## config.mk

```make
export PLATFORM = sky130hd
export DESIGN_NAME = peer_link_supervisor
export DESIGN_NICKNAME = d
export VERILOG_FILES = /design/src/rtl/core/pls_pkg.sv /design/src/rtl/core/pls_div1000.sv /design/src/rtl/core/pls_core.sv /design/src/rtl/core/peer_link_supervisor.sv
export VERILOG_INCLUDE_DIRS = /design/src /design/src/rtl/core
export SDC_FILE = /design/constraint.sdc
export NUM_CORES = 2
export LEC_CHECK = 0
export BUFFER_PORTS_ARGS = -buffer_cell sky130_fd_sc_hd__clkbuf_2
export CAP_MARGIN = 0
export CORE_MARGIN = 8
export CORE_UTILIZATION = 40
export DETAILED_ROUTE_END_ITERATION = 10
export GPL_ROUTABILITY_DRIVEN = 0
export PLACE_DENSITY = 0.52
export SLEW_MARGIN = 20
export SYNTH_ARGS = -nofsm -noshare
export SYNTH_HDL_FRONTEND = slang
export SYNTH_HIERARCHICAL = 1
export SYNTH_SLANG_ARGS = --single-unit
export TNS_END_PERCENT = 100
```

## constraint.sdc

```tcl
create_clock -name clk -period 23.9 [get_ports clk]
set_input_delay 2.39 -clock clk [delete_from_list [all_inputs] [get_ports clk]]
set_output_delay 2.39 -clock clk [all_outputs]
set_load 0.05 [all_outputs]
```

## src/rtl/core/peer_link_supervisor_macros.svh

```systemverilog
// Assertion helpers shared by the supervisor RTL.
// Both forms sample on clk and are switched off while arst_n is low.
`ifndef PEER_LINK_SUPERVISOR_MACROS_SVH
`define PEER_LINK_SUPERVISOR_MACROS_SVH

// ante holds, so cons must hold in the same cycle
`define PLS_ASSERT_IMP(label, ante, cons, msg) \
	label: assert property (@(posedge clk) disable iff (!arst_n) (ante) |-> (cons)) \
		else $error(msg);

// cond must never be seen
`define PLS_ASSERT_NEVER(label, cond, msg) \
	label: assert property (@(posedge clk) disable iff (!arst_n) !(cond)) \
		else $error(msg);

`endif

```

## src/rtl/core/pls_pkg.sv

```systemverilog
package pls_pkg;

	// field widths
	localparam int TIME_US_W = 48;
	localparam int ADDR_W    = 48;
	localparam int MS_W      = 32;
	localparam int SEQ_W     = 32;
	localparam int CNT_W     = 32;
	localparam int STR_W     = 8;
	localparam int PER_W     = 16;
	localparam int CMD_W     = 3;
	localparam int KIND_W    = 2;
	localparam int SKIND_W   = 3;
	localparam int CFG_IDX_W = 3;
	localparam int CFG_DAT_W = 48;

	localparam int US_PER_MS = 1000;
	localparam int TMO_W     = PER_W + 10;

	// divide by 1000: shift out the factor 8, then long division by 125
	// five bits a step, reciprocal multiply per step
	localparam int PRE_SHIFT   = 3;
	localparam int Y_W         = TIME_US_W - PRE_SHIFT;
	localparam int CHUNK_W     = 5;
	localparam int DIV_STEPS   = 3;
	localparam int DIV_STAGES  = 3;
	localparam int REM_W       = 7;
	localparam int V_W         = REM_W + CHUNK_W;
	localparam int RECIP_W     = 14;
	localparam int PROD_W      = V_W + RECIP_W;
	localparam int RECIP_SHIFT = 20;
	localparam logic [RECIP_W-1:0] RECIP   = 14'd8389;
	localparam logic [V_W-1:0]     DIV_LOW = 12'd125;
	localparam int QUO_W       = 39;

	localparam logic [MS_W-1:0] RTT_NONE = 32'hFFFF_FFFF;
	localparam logic [MS_W-1:0] RTT_MAX  = 32'h7FFF_FFFF;

	// register reset values
	localparam logic [PER_W-1:0] DISC_PERIOD_RST = 16'd2000;
	localparam logic [PER_W-1:0] PING_TMO_RST    = 16'd1200;
	localparam logic [PER_W-1:0] PEER_LOST_RST   = 16'd7000;
	localparam logic [PER_W-1:0] LINK_FRESH_RST  = 16'd4000;

	typedef enum logic [CMD_W-1:0] {
		CMD_TICK  = 3'd0,
		CMD_FRAME = 3'd1,
		CMD_PING  = 3'd2,
		CMD_HELLO = 3'd3,
		CMD_MODE  = 3'd4
	} cmd_t;

	typedef enum logic [KIND_W-1:0] {
		FK_DISC  = 2'd0,
		FK_PING  = 2'd1,
		FK_ACK   = 2'd2,
		FK_HELLO = 2'd3
	} frame_kind_t;

	typedef enum logic [SKIND_W-1:0] {
		SK_NONE  = 3'd0,
		SK_DISC  = 3'd1,
		SK_PING  = 3'd2,
		SK_ACK   = 3'd3,
		SK_HELLO = 3'd4
	} send_kind_t;

	typedef enum logic [CFG_IDX_W-1:0] {
		CFG_OWN_ADDR    = 3'd0,
		CFG_DISC_PERIOD = 3'd1,
		CFG_PING_TMO    = 3'd2,
		CFG_PEER_LOST   = 3'd3,
		CFG_LINK_FRESH  = 3'd4
	} cfg_idx_t;

	typedef struct packed {
		logic                 valid;
		logic [CFG_IDX_W-1:0] index;
		logic [CFG_DAT_W-1:0] data;
	} cfg_wr_t;

	typedef struct packed {
		logic [CMD_W-1:0]        cmd;
		logic [TIME_US_W-1:0]    time_us;
		logic [ADDR_W-1:0]       source_address;
		logic [KIND_W-1:0]       frame_kind;
		logic                    frame_mode;
		logic [SEQ_W-1:0]        frame_sequence;
		logic [SEQ_W-1:0]        frame_reference;
		logic                    reported_strength_valid;
		logic signed [STR_W-1:0] reported_strength;
		logic                    strength_valid;
		logic signed [STR_W-1:0] strength;
	} item_t;

	typedef struct packed {
		logic [SKIND_W-1:0]      send_kind;
		logic [SEQ_W-1:0]        send_sequence;
		logic [SEQ_W-1:0]        send_reference;
		logic                    send_strength_valid;
		logic signed [STR_W-1:0] send_strength;
		logic                    peer_present;
		logic                    ping_waiting;
		logic                    rtt_none;
		logic                    fresh_link;
		logic [CNT_W-1:0]        acks_matched;
		logic [CNT_W-1:0]        pings_failed;
	} res_t;

endpackage

```

## src/rtl/core/pls_div1000.sv

```systemverilog
// Pipelined floor(num / 1000) with a side word carried alongside.
// Stage arrays are indexed by pipeline stage.
module pls_div1000 #(
	parameter int SIDE_W = 1
) (
	input  logic                           clk,
	input  logic                           arst_n,
	input  logic                           in_valid,
	output logic                           in_ready,
	input  logic [pls_pkg::TIME_US_W-1:0]  in_num,
	input  logic [SIDE_W-1:0]              in_side,
	output logic                           out_valid,
	input  logic                           out_ready,
	output logic [pls_pkg::QUO_W-1:0]      out_quo,
	output logic [SIDE_W-1:0]              out_side
);

	localparam int NS = pls_pkg::DIV_STAGES;

	logic                       vld_q  [NS];
	logic [pls_pkg::Y_W-1:0]    y_q    [NS];
	logic [pls_pkg::REM_W-1:0]  rem_q  [NS];
	logic [pls_pkg::Y_W-1:0]    quo_q  [NS];
	logic [SIDE_W-1:0]          side_q [NS];

	logic                       vld_w  [NS];
	logic [pls_pkg::Y_W-1:0]    y_w    [NS];
	logic [pls_pkg::REM_W-1:0]  rem_w  [NS];
	logic [pls_pkg::Y_W-1:0]    quo_w  [NS];
	logic [SIDE_W-1:0]          side_w [NS];
	logic [pls_pkg::REM_W-1:0]  rem_nx [NS];
	logic [pls_pkg::Y_W-1:0]    quo_nx [NS];
	logic                       rdy    [NS+1];

	assign rdy[NS]   = out_ready;
	assign in_ready  = rdy[0];
	assign out_valid = vld_q[NS-1];
	assign out_quo   = quo_q[NS-1][pls_pkg::QUO_W-1:0];
	assign out_side  = side_q[NS-1];

	for (genvar j = 0; j < NS; j++) begin : g_stg
		if (j == 0) begin : g_first
			assign vld_w[j]  = in_valid;
			assign y_w[j]    = in_num[pls_pkg::TIME_US_W-1:pls_pkg::PRE_SHIFT];
			assign rem_w[j]  = '0;
			assign quo_w[j]  = '0;
			assign side_w[j] = in_side;
		end else begin : g_next
			assign vld_w[j]  = vld_q[j-1];
			assign y_w[j]    = y_q[j-1];
			assign rem_w[j]  = rem_q[j-1];
			assign quo_w[j]  = quo_q[j-1];
			assign side_w[j] = side_q[j-1];
		end

		assign rdy[j] = !vld_q[j] || rdy[j+1];

		always_comb begin
			logic [pls_pkg::REM_W-1:0]   r;
			logic [pls_pkg::Y_W-1:0]     q;
			logic [pls_pkg::V_W-1:0]     v;
			logic [pls_pkg::PROD_W-1:0]  p;
			logic [pls_pkg::CHUNK_W-1:0] d;
			r = rem_w[j];
			q = quo_w[j];
			for (int c = 0; c < pls_pkg::DIV_STEPS; c++) begin
				v = {r, y_w[j][pls_pkg::Y_W-1-pls_pkg::CHUNK_W*(pls_pkg::DIV_STEPS*j+c)
					-: pls_pkg::CHUNK_W]};
				p = pls_pkg::PROD_W'(v) * pls_pkg::PROD_W'(pls_pkg::RECIP);
				d = p[pls_pkg::RECIP_SHIFT +: pls_pkg::CHUNK_W];
				r = pls_pkg::REM_W'(v - pls_pkg::V_W'(d) * pls_pkg::DIV_LOW);
				q[pls_pkg::Y_W-1-pls_pkg::CHUNK_W*(pls_pkg::DIV_STEPS*j+c)
					-: pls_pkg::CHUNK_W] = d;
			end
			rem_nx[j] = r;
			quo_nx[j] = q;
		end

		always_ff @(posedge clk or negedge arst_n) begin
			if (!arst_n) begin
				vld_q[j] <= 1'b0;
			end else if (rdy[j]) begin
				vld_q[j] <= vld_w[j];
			end
		end

		always_ff @(posedge clk) begin
			if (rdy[j] && vld_w[j]) begin
				y_q[j]    <= y_w[j];
				rem_q[j]  <= rem_nx[j];
				quo_q[j]  <= quo_nx[j];
				side_q[j] <= side_w[j];
			end
		end
	end

endmodule

```

## src/rtl/core/pls_core.sv

```systemverilog
// Link state: one event applied per cycle unless out_ready stalls the output, result registered.
module pls_core (
	input  logic                          clk,
	input  logic                          arst_n,
	input  pls_pkg::cfg_wr_t              cfg,
	input  logic                          in_valid,
	output logic                          in_ready,
	input  pls_pkg::item_t                in_item,
	input  logic [pls_pkg::MS_W-1:0]      in_now_ms,
	output logic                          out_valid,
	input  logic                          out_ready,
	output pls_pkg::res_t                 out_res,
	output logic [pls_pkg::TIME_US_W-1:0] out_rtt_us
);

	// registers
	logic [pls_pkg::ADDR_W-1:0]    own_addr_q;
	logic [pls_pkg::PER_W-1:0]     disc_period_q;
	logic [pls_pkg::PER_W-1:0]     ping_tmo_q;
	logic [pls_pkg::PER_W-1:0]     peer_lost_q;
	logic [pls_pkg::PER_W-1:0]     link_fresh_q;

	// link state
	logic [pls_pkg::SEQ_W-1:0]     seq_q, seq_n;
	logic                          mode_q, mode_n;
	logic                          peer_vld_q, peer_vld_n;
	logic [pls_pkg::ADDR_W-1:0]    peer_addr_q, peer_addr_n;
	logic [pls_pkg::MS_W-1:0]      disc_sent_q, disc_sent_n;
	logic [pls_pkg::MS_W-1:0]      disc_heard_q, disc_heard_n;
	logic [pls_pkg::MS_W-1:0]      traffic_q, traffic_n;
	logic                          seen_q, seen_n;
	logic [pls_pkg::MS_W-1:0]      frame_ms_q, frame_ms_n;
	logic                          pend_q, pend_n;
	logic [pls_pkg::SEQ_W-1:0]     pend_seq_q, pend_seq_n;
	logic [pls_pkg::TIME_US_W-1:0] pend_start_q, pend_start_n;
	logic                          rtt_none_q, rtt_none_n;
	logic [pls_pkg::TIME_US_W-1:0] rtt_us_q, rtt_us_n;
	logic [pls_pkg::CNT_W-1:0]     ack_cnt_q, ack_cnt_n;
	logic [pls_pkg::CNT_W-1:0]     fail_cnt_q, fail_cnt_n;

	logic                          vld_s4;
	pls_pkg::res_t                 res_s4, res_nx;
	logic [pls_pkg::TIME_US_W-1:0] rtt_us_s4;

	logic                          take;
	logic [pls_pkg::MS_W-1:0]      since_sent;
	logic [pls_pkg::TIME_US_W-1:0] since_start;
	logic [pls_pkg::TMO_W-1:0]     tmo_us;
	logic                          src_is_peer;

	function automatic logic is_stale(
		input logic [pls_pkg::MS_W-1:0]  stamp,
		input logic [pls_pkg::MS_W-1:0]  now,
		input logic [pls_pkg::PER_W-1:0] lost
	);
		logic [pls_pkg::MS_W-1:0] age;
		age = now - stamp;
		return (stamp == '0) || (age > pls_pkg::MS_W'(lost));
	endfunction

	assign in_ready    = !vld_s4 || out_ready;
	assign take        = in_valid && in_ready;
	assign since_sent  = in_now_ms - disc_sent_q;
	assign since_start = in_item.time_us - pend_start_q;
	assign tmo_us      = pls_pkg::TMO_W'(ping_tmo_q) * pls_pkg::TMO_W'(pls_pkg::US_PER_MS);
	assign src_is_peer = in_item.source_address == peer_addr_q;

	always_ff @(posedge clk or negedge arst_n) begin
		if (!arst_n) begin
			own_addr_q    <= '0;
			disc_period_q <= pls_pkg::DISC_PERIOD_RST;
			ping_tmo_q    <= pls_pkg::PING_TMO_RST;
			peer_lost_q   <= pls_pkg::PEER_LOST_RST;
			link_fresh_q  <= pls_pkg::LINK_FRESH_RST;
		end else if (cfg.valid) begin
			case (cfg.index)
				pls_pkg::CFG_OWN_ADDR:    own_addr_q    <= cfg.data[pls_pkg::ADDR_W-1:0];
				pls_pkg::CFG_DISC_PERIOD: disc_period_q <= cfg.data[pls_pkg::PER_W-1:0];
				pls_pkg::CFG_PING_TMO:    ping_tmo_q    <= cfg.data[pls_pkg::PER_W-1:0];
				pls_pkg::CFG_PEER_LOST:   peer_lost_q   <= cfg.data[pls_pkg::PER_W-1:0];
				pls_pkg::CFG_LINK_FRESH:  link_fresh_q  <= cfg.data[pls_pkg::PER_W-1:0];
				default: ;
			endcase
		end
	end

	always_comb begin
		logic                           drop;
		logic [pls_pkg::SKIND_W-1:0]    snd_kind;
		logic [pls_pkg::SEQ_W-1:0]      snd_ref;
		logic                           snd_sv;
		logic signed [pls_pkg::STR_W-1:0] snd_str;
		logic                           sending;
		logic [pls_pkg::MS_W-1:0]       frame_age;
		seq_n        = seq_q;
		mode_n       = mode_q;
		peer_vld_n   = peer_vld_q;
		peer_addr_n  = peer_addr_q;
		disc_sent_n  = disc_sent_q;
		disc_heard_n = disc_heard_q;
		traffic_n    = traffic_q;
		seen_n       = seen_q;
		frame_ms_n   = frame_ms_q;
		pend_n       = pend_q;
		pend_seq_n   = pend_seq_q;
		pend_start_n = pend_start_q;
		rtt_none_n   = rtt_none_q;
		rtt_us_n     = rtt_us_q;
		ack_cnt_n    = ack_cnt_q;
		fail_cnt_n   = fail_cnt_q;
		drop         = 1'b0;
		snd_kind     = pls_pkg::SK_NONE;
		snd_ref      = '0;
		snd_sv       = 1'b0;
		snd_str      = '0;

		case (in_item.cmd)
			pls_pkg::CMD_TICK: begin
				if (since_sent >= pls_pkg::MS_W'(disc_period_q)) begin
					snd_kind    = pls_pkg::SK_DISC;
					disc_sent_n = in_now_ms;
				end
				if (peer_vld_q && is_stale(disc_heard_q, in_now_ms, peer_lost_q)
					&& is_stale(traffic_q, in_now_ms, peer_lost_q)) begin
					drop = 1'b1;
				end
				// a drop clears the pending ping before its timeout is looked at
				if (pend_q && !drop && since_start > pls_pkg::TIME_US_W'(tmo_us)) begin
					pend_n     = 1'b0;
					fail_cnt_n = fail_cnt_q + 1'b1;
				end
			end
			pls_pkg::CMD_FRAME: begin
				if (in_item.source_address != own_addr_q && in_item.frame_mode == mode_q) begin
					if (in_item.frame_kind == pls_pkg::FK_DISC) begin
						if (!peer_vld_q) begin
							peer_vld_n  = 1'b1;
							peer_addr_n = in_item.source_address;
							traffic_n   = '0;
							rtt_none_n  = 1'b1;
						end
						if (!peer_vld_q || src_is_peer) begin
							disc_heard_n = in_now_ms;
							seen_n       = 1'b1;
							frame_ms_n   = in_now_ms;
						end
					end else if (peer_vld_q && src_is_peer) begin
						traffic_n  = in_now_ms;
						seen_n     = 1'b1;
						frame_ms_n = in_now_ms;
						if (in_item.frame_kind == pls_pkg::FK_PING) begin
							snd_kind = pls_pkg::SK_ACK;
							snd_ref  = in_item.frame_sequence;
							snd_sv   = in_item.strength_valid;
							snd_str  = in_item.strength_valid ? in_item.strength : '0;
						end else if (in_item.frame_kind == pls_pkg::FK_ACK && pend_q
							&& in_item.frame_reference == pend_seq_q) begin
							pend_n    = 1'b0;
							ack_cnt_n = ack_cnt_q + 1'b1;
							if (in_item.time_us >= pend_start_q) begin
								rtt_none_n = 1'b0;
								rtt_us_n   = since_start;
							end else begin
								rtt_none_n = 1'b1;
							end
						end
					end
				end
			end
			pls_pkg::CMD_PING: begin
				if (peer_vld_q && !pend_q) begin
					snd_kind     = pls_pkg::SK_PING;
					pend_n       = 1'b1;
					pend_seq_n   = seq_q;
					pend_start_n = in_item.time_us;
				end
			end
			pls_pkg::CMD_HELLO: begin
				if (peer_vld_q) begin
					snd_kind = pls_pkg::SK_HELLO;
				end
			end
			pls_pkg::CMD_MODE: begin
				mode_n      = ~mode_q;
				drop        = 1'b1;
				snd_kind    = pls_pkg::SK_DISC;
				disc_sent_n = in_now_ms;
			end
			default: ;
		endcase

		if (drop) begin
			peer_vld_n   = 1'b0;
			peer_addr_n  = '0;
			disc_heard_n = '0;
			traffic_n    = '0;
			seen_n       = 1'b0;
			frame_ms_n   = '0;
			pend_n       = 1'b0;
			rtt_none_n   = 1'b1;
		end

		sending   = snd_kind != pls_pkg::SK_NONE;
		seq_n     = sending ? seq_q + 1'b1 : seq_q;
		frame_age = in_now_ms - frame_ms_n;

		res_nx.send_kind           = snd_kind;
		res_nx.send_sequence       = sending ? seq_q : '0;
		res_nx.send_reference      = snd_ref;
		res_nx.send_strength_valid = snd_sv;
		res_nx.send_strength       = snd_str;
		res_nx.peer_present        = peer_vld_n;
		res_nx.ping_waiting        = pend_n;
		res_nx.rtt_none            = rtt_none_n;
		res_nx.fresh_link          = peer_vld_n && seen_n
			&& (frame_age <= pls_pkg::MS_W'(link_fresh_q));
		res_nx.acks_matched        = ack_cnt_n;
		res_nx.pings_failed        = fail_cnt_n;
	end

	always_ff @(posedge clk or negedge arst_n) begin
		if (!arst_n) begin
			seq_q        <= '0;
			mode_q       <= 1'b0;
			peer_vld_q   <= 1'b0;
			peer_addr_q  <= '0;
			disc_sent_q  <= '0;
			disc_heard_q <= '0;
			traffic_q    <= '0;
			seen_q       <= 1'b0;
			frame_ms_q   <= '0;
			pend_q       <= 1'b0;
			pend_seq_q   <= '0;
			pend_start_q <= '0;
			rtt_none_q   <= 1'b1;
			rtt_us_q     <= '0;
			ack_cnt_q    <= '0;
			fail_cnt_q   <= '0;
		end else if (take) begin
			seq_q        <= seq_n;
			mode_q       <= mode_n;
			peer_vld_q   <= peer_vld_n;
			peer_addr_q  <= peer_addr_n;
			disc_sent_q  <= disc_sent_n;
			disc_heard_q <= disc_heard_n;
			traffic_q    <= traffic_n;
			seen_q       <= seen_n;
			frame_ms_q   <= frame_ms_n;
			pend_q       <= pend_n;
			pend_seq_q   <= pend_seq_n;
			pend_start_q <= pend_start_n;
			rtt_none_q   <= rtt_none_n;
			rtt_us_q     <= rtt_us_n;
			ack_cnt_q    <= ack_cnt_n;
			fail_cnt_q   <= fail_cnt_n;
		end
	end

	always_ff @(posedge clk or negedge arst_n) begin
		if (!arst_n) begin
			vld_s4 <= 1'b0;
		end else if (in_ready) begin
			vld_s4 <= in_valid;
		end
	end

	always_ff @(posedge clk) begin
		if (take) begin
			res_s4    <= res_nx;
			rtt_us_s4 <= rtt_us_n;
		end
	end

	assign out_valid  = vld_s4;
	assign out_res    = res_s4;
	assign out_rtt_us = rtt_us_s4;

endmodule

```

## src/rtl/core/peer_link_supervisor.sv

```systemverilog
// Radio peer link supervisor. Each input word is one event (tick, received frame, ping
// request, hello request, mode toggle) and yields exactly one output word: the frame to
// send, if any, plus a status snapshot taken after the event. One word is accepted every
// cycle unless m_tready stalls the output; the result passes through three divider stages
// turning time_us into milliseconds, the registered state update, and three divider stages
// turning the stored round trip into milliseconds. The rate is set by the state update
// stage, where each event's compares and stamp updates finish in the cycle it is taken.
// Registers are written through the cfg channel, which is always ready; write only while
// no event is in flight. There is no clearing pass after reset.
`include "peer_link_supervisor_macros.svh"

module peer_link_supervisor (
	input  logic         clk,
	input  logic         arst_n,
	// config write
	input  logic         cfg_valid,
	output logic         cfg_ready,
	input  logic [2:0]   cfg_index,
	input  logic [47:0]  cfg_data,
	// event in
	input  logic         s_tvalid,
	output logic         s_tready,
	// time_us[47:0], source_address[95:48], frame_mode[96], frame_sequence[128:97],
	// frame_reference[160:129], reported_strength_valid[161], reported_strength[169:162],
	// strength_valid[170], strength[178:171], zero[183:179]
	input  logic [183:0] s_tdata,
	// cmd[2:0], frame_kind[4:3]
	input  logic [4:0]   s_tuser,
	// result out
	output logic         m_tvalid,
	input  logic         m_tready,
	// send_sequence[31:0], send_reference[63:32], send_strength_valid[64],
	// send_strength[72:65], peer_present[73], ping_waiting[74], round_trip_ms[106:75],
	// fresh_link[107], acks_matched[139:108], pings_failed[171:140], zero[175:172]
	output logic [175:0] m_tdata,
	// send_kind[2:0]
	output logic [2:0]   m_tuser
);

	localparam int ITEM_W = $bits(pls_pkg::item_t);
	localparam int RES_W  = $bits(pls_pkg::res_t);

	pls_pkg::cfg_wr_t            cfg_wr;
	pls_pkg::item_t              item_in, item_fr;
	logic [ITEM_W-1:0]           side_fr;
	logic                        fr_valid, fr_ready;
	logic [pls_pkg::QUO_W-1:0]   fr_quo;

	logic                        core_valid, core_ready;
	pls_pkg::res_t               core_res, res_o;
	logic [pls_pkg::TIME_US_W-1:0] core_rtt_us;
	logic [RES_W-1:0]            side_bk;
	logic [pls_pkg::QUO_W-1:0]   bk_quo;
	logic [pls_pkg::MS_W-1:0]    rtt_ms;

	assign cfg_ready    = 1'b1;
	assign cfg_wr.valid = cfg_valid;
	assign cfg_wr.index = cfg_index;
	assign cfg_wr.data  = cfg_data;

	assign item_in.cmd                     = s_tuser[2:0];
	assign item_in.frame_kind              = s_tuser[4:3];
	assign item_in.time_us                 = s_tdata[47:0];
	assign item_in.source_address          = s_tdata[95:48];
	assign item_in.frame_mode              = s_tdata[96];
	assign item_in.frame_sequence          = s_tdata[128:97];
	assign item_in.frame_reference         = s_tdata[160:129];
	assign item_in.reported_strength_valid = s_tdata[161];
	assign item_in.reported_strength       = s_tdata[169:162];
	assign item_in.strength_valid          = s_tdata[170];
	assign item_in.strength                = s_tdata[178:171];

	pls_div1000 #(
		.SIDE_W(ITEM_W)
	) u_div_now (
		.clk      (clk),
		.arst_n   (arst_n),
		.in_valid (s_tvalid),
		.in_ready (s_tready),
		.in_num   (item_in.time_us),
		.in_side  (item_in),
		.out_valid(fr_valid),
		.out_ready(fr_ready),
		.out_quo  (fr_quo),
		.out_side (side_fr)
	);

	assign item_fr = side_fr;

	pls_core u_core (
		.clk       (clk),
		.arst_n    (arst_n),
		.cfg       (cfg_wr),
		.in_valid  (fr_valid),
		.in_ready  (fr_ready),
		.in_item   (item_fr),
		.in_now_ms (fr_quo[pls_pkg::MS_W-1:0]),
		.out_valid (core_valid),
		.out_ready (core_ready),
		.out_res   (core_res),
		.out_rtt_us(core_rtt_us)
	);

	pls_div1000 #(
		.SIDE_W(RES_W)
	) u_div_rtt (
		.clk      (clk),
		.arst_n   (arst_n),
		.in_valid (core_valid),
		.in_ready (core_ready),
		.in_num   (core_rtt_us),
		.in_side  (core_res),
		.out_valid(m_tvalid),
		.out_ready(m_tready),
		.out_quo  (bk_quo),
		.out_side (side_bk)
	);

	assign res_o = side_bk;

	// saturate at the largest positive round trip; all ones when there is none
	always_comb begin
		if (res_o.rtt_none) begin
			rtt_ms = pls_pkg::RTT_NONE;
		end else if (|bk_quo[pls_pkg::QUO_W-1:pls_pkg::MS_W-1]) begin
			rtt_ms = pls_pkg::RTT_MAX;
		end else begin
			rtt_ms = {1'b0, bk_quo[pls_pkg::MS_W-2:0]};
		end
	end

	assign m_tuser = res_o.send_kind;
	assign m_tdata = {4'b0, res_o.pings_failed, res_o.acks_matched, res_o.fresh_link,
		rtt_ms, res_o.ping_waiting, res_o.peer_present, res_o.send_strength,
		res_o.send_strength_valid, res_o.send_reference, res_o.send_sequence};

	`PLS_ASSERT_IMP(a_stall_held, !s_tready, m_tvalid && !m_tready, "input stalled with no result held")
	`PLS_ASSERT_IMP(a_none_empty, m_tvalid && res_o.send_kind == pls_pkg::SK_NONE, res_o.send_sequence == '0 && res_o.send_reference == '0 && !res_o.send_strength_valid, "fields set with nothing to send")
	`PLS_ASSERT_NEVER(a_wait_peer, m_tvalid && res_o.ping_waiting && !res_o.peer_present, "ping pending without a peer")
	`PLS_ASSERT_NEVER(a_fresh_peer, m_tvalid && res_o.fresh_link && !res_o.peer_present, "fresh link without a peer")

endmodule
```

## Word level (Yosys, flattened, before mapping)

Memory sizes are Yosys's and may differ from the RTL's.
Cells that the tools add are included.

| storage, ports and cells | value |
|---|---|
| flip-flop bits (word level) | 716 |
| RAM bits | 1566 |
| bits of input ports | 245 |
| output and inout bits | 182 |
| logic and storage cells | 295 |
| memories kept | 8 |

Memory list:

| memory | words | bits a word | read ports | clocked after memory_dff | wr ports | line | text |
|---|---|---|---|---|---|---|---|
| u_div_now.side_q | 3 | 184 | 3 | 0 | 3 | pls_div1000.sv:24 | `logic [SIDE_W-1:0] side_q [NS];` |
| u_div_rtt.side_q | 3 | 144 | 3 | 0 | 3 | pls_div1000.sv:24 |  |
| u_div_now.quo_q | 3 | 45 | 3 | 0 | 3 | pls_div1000.sv:23 | `logic [pls_pkg::Y_W-1:0] quo_q [NS];` |
| u_div_now.y_q | 3 | 45 | 2 | 0 | 3 | pls_div1000.sv:21 | `logic [pls_pkg::Y_W-1:0] y_q [NS];` |
| u_div_rtt.quo_q | 3 | 45 | 3 | 0 | 3 | pls_div1000.sv:23 |  |
| u_div_rtt.y_q | 3 | 45 | 2 | 0 | 3 | pls_div1000.sv:21 |  |
| +2 memories | -- | -- | -- | -- | -- | -- |  |

| cells by class | value |
|---|---|
| $add $sub $neg | 26 |
| multipliers | 35 |
| order comparisons | 6 |
| eq/ne operators | 17 |
| mux-type cells | 92 |
| bitwise operators | 6 |
| reduce and logical (&&, ||, !) cells | 65 |

Operator list:

| cell | count |
|---|---|
| $mux W32 | 27 |
| $mux W48 | 12 |
| $mul A12 B14 Y25 const B | 16 |
| $sub A32 B32 Y32 | 4 |
| $mul A5 B7 Y7 const B | 16 |
| $sub A7 B7 Y7 | 16 |
| $add A32 B1 Y32 const B | 3 |
| $gt A32 B16 Y1 | 2 |
| $logic_not A32 Y1 | 2 |
| $pmux W32 S2 | 1 |
| $eq A48 B48 Y1 | 1 |
| $ge A48 B48 Y1 | 1 |
| $gt A48 B26 Y1 | 1 |
| $ne A48 B48 Y1 | 1 |
| $sub A48 B48 Y48 | 1 |
| $mux W1 | 42 |
| $eq A32 B32 Y1 | 1 |
| $ge A32 B16 Y1 | 1 |
| $le A32 B16 Y1 | 1 |
| $mux W31 | 1 |
| $mul A16 B7 Y23 const B | 1 |
| $logic_and A1 B1 Y1 | 18 |
| $pmux W3 S5 | 1 |
| $reduce_and A5 Y1 | 3 |
| 27 further kinds | 74 |

## Longest topological paths before layout

An unclocked memory read counts as a cell.

| depth | value |
|---|---|
| word-level depth | 14 |
| mapped depth | 90 |
| depth with buffers taken out | 90 |

## By module

Netlist, hierarchy kept.

By module, submodules not included:

| module | instances | cells an instance | area each (um2) | sequential area each (um2) |
|---|---|---|---|---|
| pls_core | 1 | 4625 | 45476.1 | 18758.0 |
| pls_div1000 at u_div_now | 1 | 2787 | 39590.5 | 20584.7 |
| pls_div1000 at u_div_rtt | 1 | 2517 | 35311.4 | 16981.3 |
| peer_link_supervisor | 1 | 49 | 460.4 | 0.0 |

## Worst setup path before layout

OpenSTA, ideal clock, no wires.

| timing | value |
|---|---|
| path kind | register to register |
| from | memory u_div_now/rem_q[0][1] in the netlist's numbering |
| to | memory u_div_now/rem_q[0][13] in the netlist's numbering, data pin |
| library setup time | 271 ps |
| arrival | 18729 ps |
| required time | 23629 ps |
| slack | 4900 ps |
| stages on the path, launching flop included | 73 |
| clock period less this slack | 19000 ps |
| cells stage by stage | edfxtp_1 ha_1 ha_1 inv_1 fa_1 inv_1 fa_1 fa_1 ha_1 o21ai_1 a21oi_2 a21oi_2 a21oi_2 a21oi_1 xor2_1 inv_1 fa_1 fa_1 [... 37 more ...] ha_1 a21o_1 a211o_1 o311ai_1 a21oi_1 o21ai_0 nand2b_1 xnor2_1 inv_1 fa_1 fa_1 fa_1 inv_1 ha_1 a21oi_1 xnor2_1 xnor2_1 xnor2_1 |

RTL lines:

| what | line | text |
|---|---|---|
| start, declared | pls_div1000.sv:22 | `logic [pls_pkg::REM_W-1:0] rem_q [NS];` |

==> out/qor.yml <==
cts_hold_buf: 0
layout_common_cells: "ha_1, edfxtp_1, inv_1"
whs_endpoint: "u_div_rtt/side_q[0][157]"
die_h_um: 562
min_period_ps: 20830
cpMostUsedCell: "fa_1"
ctsHtreeMaxLevel: 4
status: "completed"
holdCritPathClass: "reg2reg"
vias: 72000
slew_viol_final: 0
synth_area_um2: 119000
post_cts_resized: 0
cap_violations: 0
hold_viol: 0
fp.dieW_um: 562
grtUsageTotal_pct: 16.9
synth_area_per_cell_um2: 12.0
hold_start: "u_div_rtt/side_q[0][13]"
postRouteWirelength_um: 272000
cts_setup_buffers: 0
core_area_um2: 297000
dieArea_um2: 315000
grt_max_degree: 143
ctsRootBufferMaster: "clkbuf_16"
numCtsBuffers: 216
multi_input_area_um2: 56500
cts_buffer_depth: 4
stdcell_count: 14200
viasPerCell: 5.07
cp_max_fo: 6
crit_type: "reg2reg"
fin_setup_tns_ps: 0
required_ps: 24450
nFillCells: 27400
top_layer: "met5"
worstPathArrival_ps: 21380
synth_warnings: 6
drt_iter0_markers: 4001
clk_transition_reported_paths_ps: 60
final_cell_area_um2: 131000
rsz0062_at_grt: "false"
met3_length_um: 9420
grt_antenna_before_repair: 33
initial_core_util_pct: 40.2
ff2ff_setup_slack_ps: 3070
drive_gt1_share_pct: 11.1
fin_skew_ps: 96.9
wl_per_cell_um: 19.2
synthToLayoutAreaGrowth_pct: 9.76
numPortBuffers: 407
slowest_delay_ps: 600
grt_pass1_wl_um: 426000
min_delay_path_depth: 0
grt-ovfl-total: 0
start_kind: "flop"
slowest_stage: "edfxtp_1"
drtAntennaViolNets: 0
dp.cells: 13800
firstDrtPassIters: 6
clock_latency_ps: 910
dpl.hpwl_um: 208000
clkSinkCount: 1908
layout_commonest_cell: "ha_1"
fmax_mhz: 48.0
reg2reg_depth: 72
wl_met1_um: 120000
ioPinCount: 427
period_share_pct: 87.2
regArea_um2: 54700
reg2reg_to: "u_div_now/rem_q[0][13]"
final-setup-viol-count: 0
r2r-start: "u_div_now/rem_q[0][1]"
grt_pass1_vias: 74400
cts_tree: "built"
worst_pin_slew_ps: 1110
nets: 12400
critical_path.endpoint_type: "flop"
route.detailed.drc: 0
relSlewSlack_pct: 25.2
place_area_um2: 123000
rows: 200
whs_ps: 347
netlist_instances: 9903
dr_wl_met2_um: 136000
-- layout make-up --
type | instances | share of cell area, %
Sequential cell | 1908 | 41.9
Tap cell | 3939 | 3.77
Timing Repair Buffer | 471 | 1.95
Inverter | 1286 | 3.70
Clock inverter | 127 | 1.06
Antenna cell | 15 | 0.0287
Multi-Input combinational cell | 6191 | 43.2
Clock buffer | 273 | 4.44
-- flip-flops by register name, summed over array words and instances, names as in the netlist, 45 cells and up --
register             cells
u_core/out_res         144
u_core/out_rtt_us       45
u_core/own_addr_q       48
u_core/peer_addr_q      48
u_core/pend_start_q     48
u_core/rtt_us_q         45
u_div_now/quo_q         51
u_div_now/side_q       525
u_div_now/y_q           45
u_div_rtt/quo_q         72
u_div_rtt/side_q       432
u_div_rtt/y_q           45
-- worst max-delay path by stage --
| stage | slack [ps] | from | to |
|---|---|---|---|
| finish | 3070 | u_div_now/rem_q[0][1] | u_div_now/rem_q[0][13] |
| CTS | 2800 | u_div_now/rem_q[0][1] | u_div_now/rem_q[0][13] |
| floorplan | 4900 | u_div_now/rem_q[0][1] | u_div_now/rem_q[0][13] |
| global route | 1740 | u_div_now/rem_q[0][1] | u_div_now/rem_q[0][13] |
| detailed placement | 2940 | u_div_now/rem_q[0][1] | u_div_now/rem_q[0][13] |
| global placement | 3110 | u_div_now/rem_q[0][1] | u_div_now/rem_q[0][13] |
-- worst max-delay path, delay by kind of cell, from the launching register on --
family	cells	cell delay [ps]
AOI/OAI and AO/OA	17	3410
xor gates and xnor gates	12	3200
adders and majority gates	29	12030
buffers and inverters	12	1040
DFF	1	600
and+or+nand+nor	2	210
-- routing by layer --
metal / track usage [%] / vias to the layer above
met1: 21.6 / 35400
met2: 30.3 / 1301
met3: 2.07 / 412
met5: 0 / -
met4: 4.67 / 6
li1: - / 34900
-- stage by stage --
stage | utilization [%] | setup slack, ps
2_1_floorplan | - | 4900
3_3_place_gp | 41.6 | 3110
3_5_place_dp | 41.6 | 2940
4_1_cts | 44.1 | 2800
5_1_grt | 44.1 | 1740
6_report | 44.1 | 3070
Power is left out: the tool's default activity adds up to more than one toggle a clock period on the data nets, which glitch-free logic cannot reach.
